**src/hdl/lsm_pkg.sv**
```systemverilog
`timescale 1ns / 1ps
`default_nettype none

package lsm_pkg;

	// Window depth and the longest usable pattern
	localparam int unsigned LSM_MAX_PAT = 16;
	localparam int unsigned LSM_LEN_W   = $clog2(LSM_MAX_PAT + 1);
	localparam int unsigned LSM_CHAR_W  = 8;
	localparam int unsigned LSM_LINE_W  = 32;
	localparam int unsigned LSM_CFG_W   = 64;
	localparam int unsigned LSM_CFG_IDX_W = 2;
	localparam int unsigned LSM_PAT_BYTES = 16;
	localparam int unsigned LSM_PLEN_W  = 5;

	// Special bytes
	localparam logic [LSM_CHAR_W-1:0] LSM_NL  = 8'd10;
	localparam logic [LSM_CHAR_W-1:0] LSM_NUL = 8'd0;

	// Configuration register indexes
	localparam logic [LSM_CFG_IDX_W-1:0] CFG_PAT_LOW  = 2'd0;
	localparam logic [LSM_CFG_IDX_W-1:0] CFG_PAT_HIGH = 2'd1;
	localparam logic [LSM_CFG_IDX_W-1:0] CFG_PAT_LEN  = 2'd2;
	localparam logic [LSM_CFG_IDX_W-1:0] CFG_FIRST    = 2'd3;

	// One byte handed from the input stage to the window
	typedef struct packed {
		logic                  go;
		logic [LSM_CHAR_W-1:0] chr;
	} lsm_step_t;

	// Map A-Z onto a-z, leave everything else alone
	function automatic logic [LSM_CHAR_W-1:0] lsm_fold(input logic [LSM_CHAR_W-1:0] c);
		logic [LSM_CHAR_W-1:0] r;
		r = c;
		if (c >= 8'd65 && c <= 8'd90)
			r = c + 8'd32;
		return r;
	endfunction

	// Clamp the configured length to the window depth
	function automatic logic [LSM_LEN_W-1:0] lsm_used_len(input logic [LSM_PLEN_W-1:0] len);
		logic [LSM_LEN_W-1:0] r;
		if (32'(len) > LSM_MAX_PAT)
			r = LSM_LEN_W'(LSM_MAX_PAT);
		else
			r = LSM_LEN_W'(len);
		return r;
	endfunction

endpackage

`default_nettype wire

```
**src/hdl/lsm_if.sv**
```systemverilog
`timescale 1ns / 1ps
`default_nettype none

// Text byte channel
interface lsm_char_if import lsm_pkg::*; ();
	logic                  valid;
	logic                  ready;
	logic [LSM_CHAR_W-1:0] char_in;

	modport source (output valid, output char_in, input ready);
	modport sink   (input valid, input char_in, output ready);
endinterface

// Matched line number channel
interface lsm_line_if import lsm_pkg::*; ();
	logic                  valid;
	logic                  ready;
	logic [LSM_LINE_W-1:0] matched_line;

	modport source (output valid, output matched_line, input ready);
	modport sink   (input valid, input matched_line, output ready);
endinterface

`default_nettype wire

```
**src/hdl/lsm_window.sv**
```systemverilog
`timescale 1ns / 1ps
`default_nettype none

module lsm_window import lsm_pkg::*; (
	input  wire logic                      clk,
	input  wire logic                      arst_n,
	input  wire lsm_step_t                 step,
	input  wire logic [8*LSM_PAT_BYTES-1:0] pattern,
	input  wire logic [LSM_LEN_W-1:0]      used_len,
	output logic                           found
);

	logic [LSM_CHAR_W-1:0] win_q [LSM_MAX_PAT];
	logic [LSM_CHAR_W-1:0] win_nx [LSM_MAX_PAT];
	logic [LSM_CHAR_W-1:0] pat_f [LSM_MAX_PAT];
	logic [LSM_LEN_W-1:0]  fill_q;
	logic [LSM_LEN_W-1:0]  fill_nx;
	logic                  found_q;
	logic                  nul_q;
	logic [LSM_MAX_PAT:0]  len_hit;
	logic                  hit;
	logic                  is_nl;
	logic                  is_nul;

	assign found  = found_q;
	assign is_nl  = (step.chr == LSM_NL);
	assign is_nul = (step.chr == LSM_NUL);

	// Shifted window with the new folded byte in entry 0
	always_comb begin
		win_nx[0] = lsm_fold(step.chr);
		for (int j = 1; j < LSM_MAX_PAT; j++)
			win_nx[j] = win_q[j-1];
		for (int i = 0; i < LSM_MAX_PAT; i++)
			pat_f[i] = lsm_fold(pattern[8*i +: 8]);
	end

	// Saturating fill count
	assign fill_nx = (fill_q == LSM_LEN_W'(LSM_MAX_PAT)) ? fill_q : fill_q + 1'b1;

	// Compare the newest L bytes against the pattern for every length L
	always_comb begin
		len_hit = '0;
		for (int l = 1; l <= LSM_MAX_PAT; l++) begin
			len_hit[l] = 1'b1;
			for (int i = 0; i < l; i++) begin
				if (win_nx[l-1-i] != pat_f[i])
					len_hit[l] = 1'b0;
			end
		end
	end

	assign hit = (used_len != '0) && (fill_nx >= used_len) && len_hit[used_len];

	// Shift the window on every accepted text byte that is not a newline and comes before any NUL in its line
	always_ff @(posedge clk) begin
		if (step.go && !is_nl && !nul_q && !is_nul)
			win_q <= win_nx;
	end

	// Line state: clear on newline, freeze after a NUL byte
	always_ff @(posedge clk or negedge arst_n) begin
		if (!arst_n) begin
			fill_q  <= '0;
			found_q <= 1'b0;
			nul_q   <= 1'b0;
		end else if (step.go) begin
			priority if (is_nl) begin
				fill_q  <= '0;
				found_q <= 1'b0;
				nul_q   <= 1'b0;
			end else if (nul_q) begin
				fill_q <= fill_q;
			end else if (is_nul) begin
				nul_q <= 1'b1;
			end else begin
				fill_q <= fill_nx;
				if (hit)
					found_q <= 1'b1;
			end
		end
	end

endmodule

`default_nettype wire

```
**src/hdl/line_substring_matcher_core.sv**
```systemverilog
`timescale 1ns / 1ps
`default_nettype none

// Channel   Dir  Payload                 Beat
// char_ch   in   char_in [7:0]           one text byte
// line_ch   out  matched_line [31:0]     number of a line holding the pattern
// cfg_*     in   cfg_index, cfg_wdata    one register write per cycle of cfg_we
//
// One byte per cycle sustained while no held result stalls input; a newline's result is
// registered in the input register and then the result register around the window compare.
// Reset clears the line state, the line counter and both valid flags; no clearing pass.
// A held result stalls input only when the next buffered byte is a newline that emits.

module line_substring_matcher_core import lsm_pkg::*; (
	input  wire logic                     clk,
	input  wire logic                     arst_n,
	input  wire logic                     cfg_we,
	input  wire logic [LSM_CFG_IDX_W-1:0] cfg_index,
	input  wire logic [LSM_CFG_W-1:0]     cfg_wdata,
	lsm_char_if.sink                      char_ch,
	lsm_line_if.source                    line_ch
);

	logic [LSM_CFG_W-1:0]  pat_low_q;
	logic [LSM_CFG_W-1:0]  pat_high_q;
	logic [LSM_PLEN_W-1:0] pat_len_q;
	logic [LSM_LINE_W-1:0] line_q;
	logic                  v_s1;
	logic [LSM_CHAR_W-1:0] chr_s1;
	logic                  out_v_q;
	logic [LSM_LINE_W-1:0] out_line_q;
	logic [LSM_LEN_W-1:0]  used_len;
	logic                  found;
	logic                  nl_s1;
	logic                  emit;
	logic                  adv;
	logic                  in_rdy;
	lsm_step_t             step;

	assign used_len = lsm_used_len(pat_len_q);
	assign nl_s1    = (chr_s1 == LSM_NL);
	assign emit     = v_s1 && nl_s1 && (found || used_len == '0);
	assign adv      = v_s1 && (!emit || !out_v_q || line_ch.ready);
	assign in_rdy   = !v_s1 || adv;

	assign char_ch.ready        = in_rdy;
	assign line_ch.valid        = out_v_q;
	assign line_ch.matched_line = out_line_q;

	assign step.go  = adv;
	assign step.chr = chr_s1;

	// Configuration registers
	always_ff @(posedge clk or negedge arst_n) begin
		if (!arst_n) begin
			pat_low_q  <= '0;
			pat_high_q <= '0;
			pat_len_q  <= '0;
		end else if (cfg_we) begin
			unique case (cfg_index)
				CFG_PAT_LOW:  pat_low_q  <= cfg_wdata;
				CFG_PAT_HIGH: pat_high_q <= cfg_wdata;
				CFG_PAT_LEN:  pat_len_q  <= cfg_wdata[LSM_PLEN_W-1:0];
				CFG_FIRST:    pat_len_q  <= pat_len_q;
				default:      pat_len_q  <= pat_len_q;
			endcase
		end
	end

	// Line counter: load on a CFG_FIRST write, advance on every processed newline
	always_ff @(posedge clk or negedge arst_n) begin
		if (!arst_n)
			line_q <= '0;
		else if (cfg_we && cfg_index == CFG_FIRST)
			line_q <= cfg_wdata[LSM_LINE_W-1:0];
		else if (adv && nl_s1)
			line_q <= line_q + 1'b1;
	end

	// Input register
	always_ff @(posedge clk or negedge arst_n) begin
		if (!arst_n)
			v_s1 <= 1'b0;
		else if (in_rdy)
			v_s1 <= char_ch.valid;
	end

	always_ff @(posedge clk) begin
		if (in_rdy && char_ch.valid)
			chr_s1 <= char_ch.char_in;
	end

	// Result register: load on emit, drop when taken
	always_ff @(posedge clk or negedge arst_n) begin
		if (!arst_n)
			out_v_q <= 1'b0;
		else if (adv && emit)
			out_v_q <= 1'b1;
		else if (line_ch.ready)
			out_v_q <= 1'b0;
	end

	always_ff @(posedge clk) begin
		if (adv && emit)
			out_line_q <= line_q;
	end

	lsm_window u_window (
		.clk      (clk),
		.arst_n   (arst_n),
		.step     (step),
		.pattern  ({pat_high_q, pat_low_q}),
		.used_len (used_len),
		.found    (found)
	);

endmodule

`default_nettype wire

```
**src/flat_wrapper.sv**
```systemverilog
// flat-port wrapper written by rule: the top's interface ports become plain ports
module line_substring_matcher_core_flat import lsm_pkg::*;
  (clk, arst_n, cfg_we, cfg_index, cfg_wdata, char_ch_valid, char_ch_char_in, char_ch_ready, line_ch_valid, line_ch_matched_line, line_ch_ready);
  lsm_char_if char_ch_i ();
  lsm_line_if line_ch_i ();
  input  wire logic clk;
  input  wire logic arst_n;
  input  wire logic cfg_we;
  input  wire logic [LSM_CFG_IDX_W-1:0] cfg_index;
  input  wire logic [LSM_CFG_W-1:0] cfg_wdata;
  input wire logic [$bits(char_ch_i.valid)-1:0] char_ch_valid;
  input wire logic [$bits(char_ch_i.char_in)-1:0] char_ch_char_in;
  output wire logic [$bits(char_ch_i.ready)-1:0] char_ch_ready;
  output wire logic [$bits(line_ch_i.valid)-1:0] line_ch_valid;
  output wire logic [$bits(line_ch_i.matched_line)-1:0] line_ch_matched_line;
  input wire logic [$bits(line_ch_i.ready)-1:0] line_ch_ready;
  assign char_ch_i.valid = char_ch_valid;
  assign char_ch_i.char_in = char_ch_char_in;
  assign char_ch_ready = char_ch_i.ready;
  assign line_ch_valid = line_ch_i.valid;
  assign line_ch_matched_line = line_ch_i.matched_line;
  assign line_ch_i.ready = line_ch_ready;
  line_substring_matcher_core u_core (.clk(clk), .arst_n(arst_n), .cfg_we(cfg_we), .cfg_index(cfg_index), .cfg_wdata(cfg_wdata), .char_ch(char_ch_i), .line_ch(line_ch_i));
endmodule
```
**config.mk**
```make
export PLATFORM = sky130hd
export DESIGN_NAME = line_substring_matcher_core_flat
export DESIGN_NICKNAME = d
export VERILOG_FILES = /design/src/hdl/lsm_pkg.sv /design/src/hdl/lsm_if.sv /design/src/hdl/lsm_window.sv /design/src/hdl/line_substring_matcher_core.sv /design/src/flat_wrapper.sv
export SDC_FILE = /design/constraint.sdc
export NUM_CORES = 1
export LEC_CHECK = 0
export BUFFER_PORTS_ARGS = -buffer_cell sky130_fd_sc_hd__buf_2
export CAP_MARGIN = 10
export CORE_UTILIZATION = 45
export CTS_CLUSTER_SIZE = 25
export DETAILED_ROUTE_END_ITERATION = 10
export PLACE_DENSITY_LB_ADDON = 0.15
export SYNTH_ARGS = -nofsm -noshare
export SYNTH_HDL_FRONTEND = slang
export SYNTH_SLANG_ARGS = --single-unit
```
**constraint.sdc**
```tcl
create_clock -name clk -period 9.3 [get_ports clk]
set_input_delay 1.395 -clock clk [delete_from_list [all_inputs] [get_ports clk]]
set_output_delay 1.395 -clock clk [all_outputs]
set_load 0.02 [all_outputs]
```
* Yosys cells after proc, flatten, opt, wreduce, memory -nomap -nowiden *
Cells that the tools add are included.

operators by class
  reduce and logical (&&, ||, !) cells = 51
  multiplexer cells = 171
  $add $sub $neg = 19
  eq/ne operators = 143
  $lt $le $gt $ge = 37

operator list
  cell                                                                          number
  8-bit != test                                                                 136
  1-bit two-way mux                                                             146
  8-bit by 6-bit adder with 8-bit output, second input constant                 17
  8-bit by 7-bit >= comparator with 1-bit output, second input constant         17
  8-bit by 7-bit <= comparator with 1-bit output, second input constant         17
  8-bit two-way mux                                                             17
  32-bit two-way mux                                                            2
  32-bit by 1-bit adder with 32-bit output, second input constant               1
  1-bit logical AND                                                             29
  5-bit two-way mux                                                             5
  8-bit by 4-bit == test with 1-bit output, second input constant               1
  8-bit logical NOT                                                             1
  1-bit logical NOT                                                             6
  5-bit by 6-bit less-than comparator with 1-bit output, second input constant  1
  2-bit AND reduction                                                           3
  2-bit nonzero test                                                            3
  5-bit by 1-bit adder with 5-bit output, second input constant                 1
  1-bit binary-select mux with 5-bit select                                     1
  5-bit == test, second input constant                                          1
  5-bit >= comparator                                                           1
  5-bit > comparator, second input constant                                     1
  5-bit logical NOT                                                             1
  5-bit nonzero test                                                            1
  2-bit == test, second input constant                                          2
  6 further kinds                                                               10

storage, ports and cells
  input bits = 79
  logic and storage cells = 447
  flip-flop bits (word level) = 334

* Depth between registers and ports, before layout *
Gate-level depths: netlist of the first run.

  depth after elaboration = 27
  depth in mapped cells = 14
  mapped depth without buffers = 14

* Modules after synthesis *
From an unflattened synthesis of the first run, not the netlist that was laid out.

unflattened totals
  cell total of the unflattened synthesis = 2975
  area total of the unflattened synthesis = 28182.0 um^2

by module, submodules not included
  module                       cells an instance  instances  area an instance (um^2)  seq. area each (um^2)
  lsm_window                   2396               1          19932.9                  3778.6
  line_substring_matcher_core  579                1          8249.2                   5380.2

* Worst setup path after synthesis of the first run *
Ideal clock, no wire load.

  kind = input to register
  from = input port line_ch_ready
  to = register u_core.u_window.fill_q[1]
  data required time = 9215 ps
  arrival time = 7716 ps
  path buffers = 1
  path slack = 1499 ps
  setup time = 85 ps
  cell stages on the path = 5
  cell sequence = or3_1 clkbuf_1 nand3_1 nor2_1 a22o_1

on the way
  longest elaborated chain between the ends = 3

RTL lines
  item                           RTL line                           RTL
  start, declared                flat_wrapper.sv:16                 input wire logic [$bits(line_ch_i.ready)-1:0] line_ch_ready;
  1-bit logical OR               line_substring_matcher_core.sv:43  assign adv = v_s1 && (!emit || !out_v_q || line_ch.ready);
  1-bit logical AND              line_substring_matcher_core.sv:43
  3-bit AND reduction (no line)  -
  end signal, assigned           lsm_window.sv:73                   fill_q <= fill_q;
  end signal, assigned           lsm_window.sv:77                   fill_q <= fill_nx;
  end, declared                  lsm_window.sv:16                   logic [LSM_LEN_W-1:0] fill_q;

No other way between the ends.
A chain may end at the register's enable or synchronous reset.

* Worst setup path after layout of the first run *
  from = register u_core.chr_s1[2]
  to = register u_core.u_window.found_q (netlist: u_core.u_window.found)

on the way
  longest elaborated chain between the ends = 10
  elaborated cells on any way between the ends = 53

RTL lines
  item                                                                                                                     RTL line                           RTL
  start, declared                                                                                                          line_substring_matcher_core.sv:29  logic [LSM_CHAR_W-1:0] chr_s1;
  start signal, assigned                                                                                                   line_substring_matcher_core.sv:90  chr_s1 <= char_ch.char_in;
  8-bit by 7-bit >= comparator with 1-bit output / 8-bit by 7-bit <= comparator with 1-bit output (equally long branches)  lsm_pkg.sv:36                      if (c >= 8'd65 && c <= 8'd90)
  1-bit logical AND                                                                                                        lsm_pkg.sv:36
  8-bit two-way mux                                                                                                        lsm_pkg.sv:36
  8-bit != test                                                                                                            lsm_window.sv:47                   if (win_nx[l-1-i] != pat_f[i])
  1-bit two-way mux                                                                                                        lsm_window.sv:47
  1-bit binary-select mux with 5-bit select                                                                                lsm_window.sv:53                   assign hit = (used_len != '0) && (fill_nx >= used_len) && len_hit[used_len];
  1-bit two-way mux (implied by the code)                                                                                  lsm_window.sv:53
  1-bit logical AND                                                                                                        lsm_window.sv:53
  2-bit nonzero test (no line)                                                                                             -
  4-bit AND reduction (no line)                                                                                            -
  end signal, assigned                                                                                                     lsm_window.sv:65                   found_q <= 1'b0;
  end signal, assigned                                                                                                     lsm_window.sv:70                   found_q <= 1'b0;
  end signal, assigned                                                                                                     lsm_window.sv:79                   found_q <= 1'b1;
  end, declared                                                                                                            lsm_window.sv:18                   logic found_q;

Parallel ways exist; a longest one is shown, timed or not. The select of a mux whose other input is x is not followed.

==> metrics, run 1 <==
placed insts ~3,600; startpoint of the worst register-to-register path u_core.chr_s1[2]; clock latency reported for the late side of the worst-skew pair slightly below 0.6 ns; Worst Path Arrival 5.62 ns; post_cts resized 0; Die Ht roughly 250 µm; vias 25,200; CTS Hold Bufs 0; initial antenna violation count 4; power density over the cells about 210 nW/µm²; maximum count of clock buffers along a single path 3; antenna-violating nets left 0; nets roughly 3,000; I/O pin cnt approximately 110; total track usage around 45%; count of port buffers added during placement ~110; endpoint of the worst hold path u_core.u_window.win_nx[105]; number of max-slew violations in the final report 0; kind of launch point of the worst setup path flop; RSZ-0062 raised after global routing no; Hold Path Cell Cnt 0; total nets after synthesis a little over 3,000; Critical Path Fanout Max 19; Inserted Clock Buffers 40; worst clock skew on the final layout 0.0341 ns; status finished, final reports clean; Post-Synthesis Cells approximately 2,900; most common cell after layout, fill and taps aside sky130_fd_sc_hd__xnor2_1; clock slew at the register clock pins of the worst setup and hold paths approximately 0.060 ns; worst reg2reg endpoint u_core.u_window.found; hold violation count in the final report 0; static leakage approximately 11 nW; post-place setup slack around 4.3 ns; hold path start u_core.u_window.win_nx[113]; Die Width around 250 µm; Tcrit/Tclk final a little under three fifths; endpoints failing setup 0; average footprint of a synthesized cell between 9 and 10 µm²; Worst Slack Setup Final ~4.2 ns; number of optimization iterations in the first detailed-route pass 6; clock tree from TritonCTS done; Avg Vias per Cell around 6.8; fin cells 3,721; Clock H-tree levels 2; clock tree root driver cell sky130_fd_sc_hd__clkbuf_16; total wire length between 100,000 and 150,000 µm; pin count of the biggest net entering global routing 97; cells taking the most area after synthesis sky130_fd_sc_hd__edfxtp_1 17%, sky130_fd_sc_hd__xnor2_1 17%, sky130_fd_sc_hd__dfrtp_1 16%; type of the most critical hold path flop to flop; Critical Path Sink Type flop; first-pass GRT wire length slightly below 200,000 µm; number of post-CTS setup repair buffers 0; synthesis-to-finish area growth 9.47%; Layout Cell Area excl Fill between 30,000 and 40,000 µm²; required time of the critical path a little under 10 ns; number of warnings issued by yosys 0; classification of the worst setup path flop to flop; effective utilization at floorplan around 46%; number of synthesized register bits approximately 330; post-route DRC violation count 0; total congestion overflow after global routing 0; worst slew margin relative to its limit between 10% and 20%; Overall Power 0.00645 W; leading register cell type out of synthesis sky130_fd_sc_hd__dfrtp_1; Rows 90; IR Drop Worst-Case VDD about 0.17 mV; Core Footprint roughly 60,000 µm²; measured slew at the worst slew-check pin between 1 and 1.5 ns; number of enable-type register cells in the synthesized netlist 160; worst setup slack for register-to-register paths about 4.2 ns; violation count after the first detailed-route iteration around 3,600; estimated wirelength of the detail-placed design 97,800 µm; total negative setup slack 0 ns; Netlist Area Pre-Place 27,500 µm²; vias in the first global route roughly 24,000; area of the die 62,200 µm²; cell area after placement around 29,000 µm²; Register-to-Register Path Depth 12; Async S/R FF share, synth a little over half; most frequent cells in the layout 542 x sky130_fd_sc_hd__xnor2_1, 479 x sky130_fd_sc_hd__xor2_1, 174 x sky130_fd_sc_hd__dfrtp_1; Sinks on Clock Net ~330; routed length per instance roughly 38 µm; largest area contributor in the synthesized netlist sky130_fd_sc_hd__edfxtp_1; fraction of synthesized cell area taken by the top area cell type 17.4%; GP Congestion 1.06; fraction of final layout cells with drive strength greater than 1 15.3%; fraction of the yosys area taken by sequential cells between 30% and 40%; Synth cell types between 80 and 90; achievable clock frequency around 0.2 GHz; count of max-cap constraint violations 0; time the worst path needs with I/O delays and setup slightly above 5 ns
## cells in the mapped netlist, types with 7 or more instances
master / count
sky130_fd_sc_hd__nand2b_1: 22
sky130_fd_sc_hd__nand3_1: 44
sky130_fd_sc_hd__ha_1: 25
sky130_fd_sc_hd__dfrtp_1: 174
sky130_fd_sc_hd__buf_1: 71
sky130_fd_sc_hd__a22o_1: 12
sky130_fd_sc_hd__nor3_1: 48
sky130_fd_sc_hd__and3_1: 13
sky130_fd_sc_hd__nor2b_1: 18
sky130_fd_sc_hd__xnor2_1: 542
sky130_fd_sc_hd__inv_1: 78
sky130_fd_sc_hd__nor2_1: 69
sky130_fd_sc_hd__a2111oi_0: 15
sky130_fd_sc_hd__o21ai_0: 76
sky130_fd_sc_hd__mux2_2: 110
sky130_fd_sc_hd__nor4_1: 156
sky130_fd_sc_hd__a22oi_1: 7
sky130_fd_sc_hd__or3_1: 13
sky130_fd_sc_hd__a221oi_1: 14
sky130_fd_sc_hd__edfxtp_1: 160
sky130_fd_sc_hd__xor2_1: 479
sky130_fd_sc_hd__nand2_1: 125
sky130_fd_sc_hd__o2bb2ai_1: 12
sky130_fd_sc_hd__nand4_1: 148
sky130_fd_sc_hd__o21ai_1: 9
sky130_fd_sc_hd__buf_2: 58
sky130_fd_sc_hd__clkbuf_1: 160
sky130_fd_sc_hd__o2111ai_1: 20
sky130_fd_sc_hd__a31oi_1: 12
sky130_fd_sc_hd__o22ai_1: 36
sky130_fd_sc_hd__a21oi_1: 47
sky130_fd_sc_hd__inv_2: 8
## worst max path at each step
stage                                     from                         to  slack (ns)  cells past startpoint
after floorplan                  line_ch_ready  u_core.u_window.fill_q[1]        1.50                      5
after global placement    u_core.pat_high_q[9]      u_core.u_window.found        4.05                     11
after detailed placement      u_core.chr_s1[4]      u_core.u_window.found        4.32                     12
after CTS                     u_core.chr_s1[4]      u_core.u_window.found        4.30                     12
after global routing          u_core.chr_s1[4]      u_core.u_window.found        4.17                     12
final                         u_core.chr_s1[2]      u_core.u_window.found        4.17                     12
## through the flow
| step | utilization, % | hold slack, ns |
|---|---|---|
| finish | 49.9 | 0.447 |
| CTS | 49.9 | 0.447 |
| global placement | 47.8 | 0.434 |
| global route | 49.9 | 0.454 |
| detailed placement | 47.8 | 0.434 |
| floorplan | - | 0.421 |
## kinds of logic after synthesis
family,Yosys count,synth area share (%)
buffers and inverters,388,5.69
and+or+nand+nor,685,13.5
muxes,112,4.57
xor gates and xnor gates,1021,32.5
DFF,334,33.2
adders and majority gates,25,1.14
AOI/OAI and AO/OA,355,9.38
## sequential cells by signal, indices dropped and copies added (netlist names)
register,count
u_core.pat_high_q,64
u_core.u_window.win_nx,120
u_core.pat_low_q,64
u_core.v_s1,1
u_core.line_ch.matched_line,32
u_core.line_ch.valid,1
u_core.line_q,32
u_core.u_window.nul_q,1
u_core.chr_s1,8
u_core.u_window.found,1
u_core.pat_len_q,5
u_core.u_window.fill_q,5
## worst max-delay path, cell delays in order, from the launching register on
cell	delay (ns)
sky130_fd_sc_hd__edfxtp_1	0.35
sky130_fd_sc_hd__buf_4	0.28
sky130_fd_sc_hd__nor3_1	0.67
sky130_fd_sc_hd__a32oi_1	0.27
sky130_fd_sc_hd__a31oi_2	0.73
sky130_fd_sc_hd__inv_2	0.43
sky130_fd_sc_hd__a2111oi_2	0.39
sky130_fd_sc_hd__nand4_1	0.14
sky130_fd_sc_hd__or3_1	0.38
sky130_fd_sc_hd__nor4_1	0.45
sky130_fd_sc_hd__o21ai_1	0.24
sky130_fd_sc_hd__a2111oi_2	0.44
sky130_fd_sc_hd__mux2i_1	0.22
## per-layer routing
layer / up-vias / track usage, % / share of wire (%)
li1: 10200 / - / -
met1: 12300 / 56.9 / 38
met2: 2031 / 64.7 / 42
met3: 687 / 12.0 / 12
met4: 6 / 32.4 / 8.5
met5: - / 0 / 0.027
## cell type report
class | instances | area, µm²
antenna | 4 | 10.0
timing repair buffer | 239 | 1520
fill | 5659 | 30300
multi-input combinational | 2198 | 16900
tap | 782 | 978
inverter | 91 | 342
clock inverter | 16 | 131
clock buffer | 57 | 1120
sequential | 334 | 9160
## report_power, final
group / total (W) / leakage (nW) / switching (W) / internal (W)
Clock: 0.00154 / 0.601 / 0.000673 / 0.000869
Combinational: 0.00270 / 6.62 / 0.00168 / 0.00101
Sequential: 0.00221 / 3.57 / 0.000471 / 0.00174
Note: power is estimated with default switching activity, not from simulation.
==> inputs of run 2 (changes only) <==
Clock period 9.3 ns to 4.75 ns, I/O delays scaled along.
==> run 2 against run 1 <==
  * Sequential power grew 88%
  * Clock-buffer cell count rose by 1
  * Die area stayed put
  * Flip-flop and latch count stayed put
  * Worst hold slack lost 0.28 ns
  * The flow now finishes with violations (design-rule violations, negative setup slack)
  * Worst setup slack got worse by 4.2 ns
==> metrics, run 2 (synthesized netlist as in run 1, its figures left out) <==
achievable clock frequency around 0.21 GHz; Clock H-tree levels 2; Critical Path Sink Type flop; count of max-cap constraint violations 0; type of the most critical hold path input port to async pin; post-place setup slack 0.110 ns; nets roughly 3,200; total negative setup slack -0.0183 ns; GP Congestion approximately 1.1; Inserted Clock Buffers 40; kind of launch point of the worst setup path flop; measured slew at the worst slew-check pin 1.25 ns; Tcrit/Tclk final 100%; Layout Cell Area excl Fill ~32,000 µm²; antenna-violating nets left 0; I/O pin cnt between 100 and 150; Critical Path Fanout Max 12; fraction of final layout cells with drive strength greater than 1 between 20% and 30%; worst hold margin ~0.17 ns; initial antenna violation count 5; power density over the cells approximately 420 nW/µm²; post_cts resized 0; vias between 20,000 and 30,000; Avg Vias per Cell 6.83; clock slew at the register clock pins of the worst setup and hold paths approximately 0.060 ns; synthesis-to-finish area growth 14.9%; buffering stage count on the worst path with inverters included 2; count of port buffers added during placement approximately 110; pin count of the biggest net entering global routing roughly 120; Overall Power ~0.013 W; worst slew margin relative to its limit ~15%; worst reg2reg endpoint u_core.u_window.found; clock tree root driver cell sky130_fd_sc_hd__clkbuf_16; total wire length ~160,000 µm; cell area after placement 30,400 µm²; routed length per instance ~40 µm; Die Ht 249 µm; number of filler cells placed in the layout 5,512; Register-to-Register Path Depth 12; number of post-CTS setup repair buffers 0; worst setup slack for register-to-register paths -0.02 ns; total track usage 49.3%; effective utilization at floorplan around 46%; total congestion overflow after global routing 0; logic depth of the worst setup path including buffers 12; clock tree from TritonCTS done; Sinks on Clock Net 334; violations in the final reports design-rule violations, negative setup slack; estimated wirelength of the detail-placed design about 120,000 µm; cell with the largest stage delay on the worst path sky130_fd_sc_hd__edfxtp_1; chain of cells forming the critical path xnor2_1 -> nand4_1 -> nor4_1 -> buf_4 -> nand4_1 -> a2111oi_0 -> nand4_1 -> nor4_1 -> o21ai_1 -> a2111oi_2 -> buf_4 -> mux2i_1; classification of the worst setup path flop to flop; Core Footprint 60,500 µm²; number of optimization iterations in the first detailed-route pass 11; Die Width between 200 and 250 µm; violation count after the first detailed-route iteration ~3,900; clock latency reported for the late side of the worst-skew pair roughly 0.64 ns; hold violation count in the final report 0; vias in the first global route 25,800; endpoints failing setup 1; crit path from u_core.u_window.win_nx[72]; cell class contributing the biggest share of worst-path delay compound AO/OA/AOI/OAI gates; maximum count of clock buffers along a single path 3; first-pass GRT wire length around 210,000 µm; worst clock skew on the final layout between 0.07 and 0.08 ns; largest stage delay on the critical path between 1 and 1.5 ns; post-route DRC violation count 2; most frequent cell on the critical path sky130_fd_sc_hd__nand4_1; status finished, violations left; end point of the critical path u_core.u_window.found; Rows 90; most common cell after layout, fill and taps aside sky130_fd_sc_hd__xnor2_1; area of the die just over 60,000 µm²; Worst Path Arrival approximately 5.3 ns; required time of the critical path roughly 5.3 ns; time the worst path needs with I/O delays and setup 4.77 ns; max reg flops 120; Worst Slack Setup Final -0.0183 ns; RSZ-0062 raised after global routing no; startpoint of the worst register-to-register path u_core.u_window.win_nx[72]; number of max-slew violations in the final report 0; IR Drop Worst-Case VDD about 0.3 mV; CTS Hold Bufs 0; static leakage 11.7 nW; most frequent cells in the layout 542 x sky130_fd_sc_hd__xnor2_1, 479 x sky130_fd_sc_hd__xor2_1, 302 x sky130_fd_sc_hd__buf_4
## run 2: cell count changes in the layout (fill, tap and decap cells not counted), moves of 3 or more
cell	previous run	this run
sky130_fd_sc_hd__buf_12	0	7
sky130_fd_sc_hd__buf_4	126	302
sky130_fd_sc_hd__clkinv_4	2	6
sky130_fd_sc_hd__clkinvlp_4	3	0
## run 2: where the power goes
group	internal (W)	total, W	leakage [nW]	switching [W]
combinational	0.00225	0.00605	7.54	0.00380
clock	0.00170	0.00312	0.628	0.00142
sequential	0.00341	0.00416	3.57	0.000744
## run 2: cell type report
cell class | instances | area, µm² | share of cell area, %
Tap cell | 782 | 978 | 3.09
Clock buffer | 58 | 1140 | 3.60
Inverter | 91 | 342 | 1.08
Clock inverter | 16 | 154 | 0.486
Multi-Input combinational cell | 2198 | 16900 | 53.4
Sequential cell | 334 | 9160 | 28.9
Antenna cell | 4 | 10.0 | 0.0316
Timing Repair Buffer | 422 | 2980 | 9.42
## run 2: per-layer routing
metal  part of all wire [%]  track usage, %  up-vias  wire, µm
met5                  0.017               0        -        27
met4                     10            41.8        4     16100
met3                     12            16.1      861     18800
met2                     42            71.6     2337     64600
met1                     36            59.0    12900     56000
li1                       -               -    10500         -
## run 2: metrics by stage
stage,util [%],std cells
floorplan,-,2920
global route,52.3,3901
global placement,50.2,3826
detailed placement,50.2,3826
finish,52.4,3905
CTS,52.3,3900
## run 2: worst min-delay path by stage
stage / endpoint / start / slack, ns
after CTS: u_core.pat_high_q[62] / arst_n / 0.24
after global placement: u_core.line_ch.matched_line[31] / u_core.line_q[31] / 0.46
after global routing: u_core.pat_high_q[62] / arst_n / 0.26
final: u_core.pat_high_q[63] / arst_n / 0.17
after floorplan: u_core.line_ch.valid / arst_n / 0.42
after detailed placement: u_core.line_ch.matched_line[31] / u_core.line_q[31] / 0.46
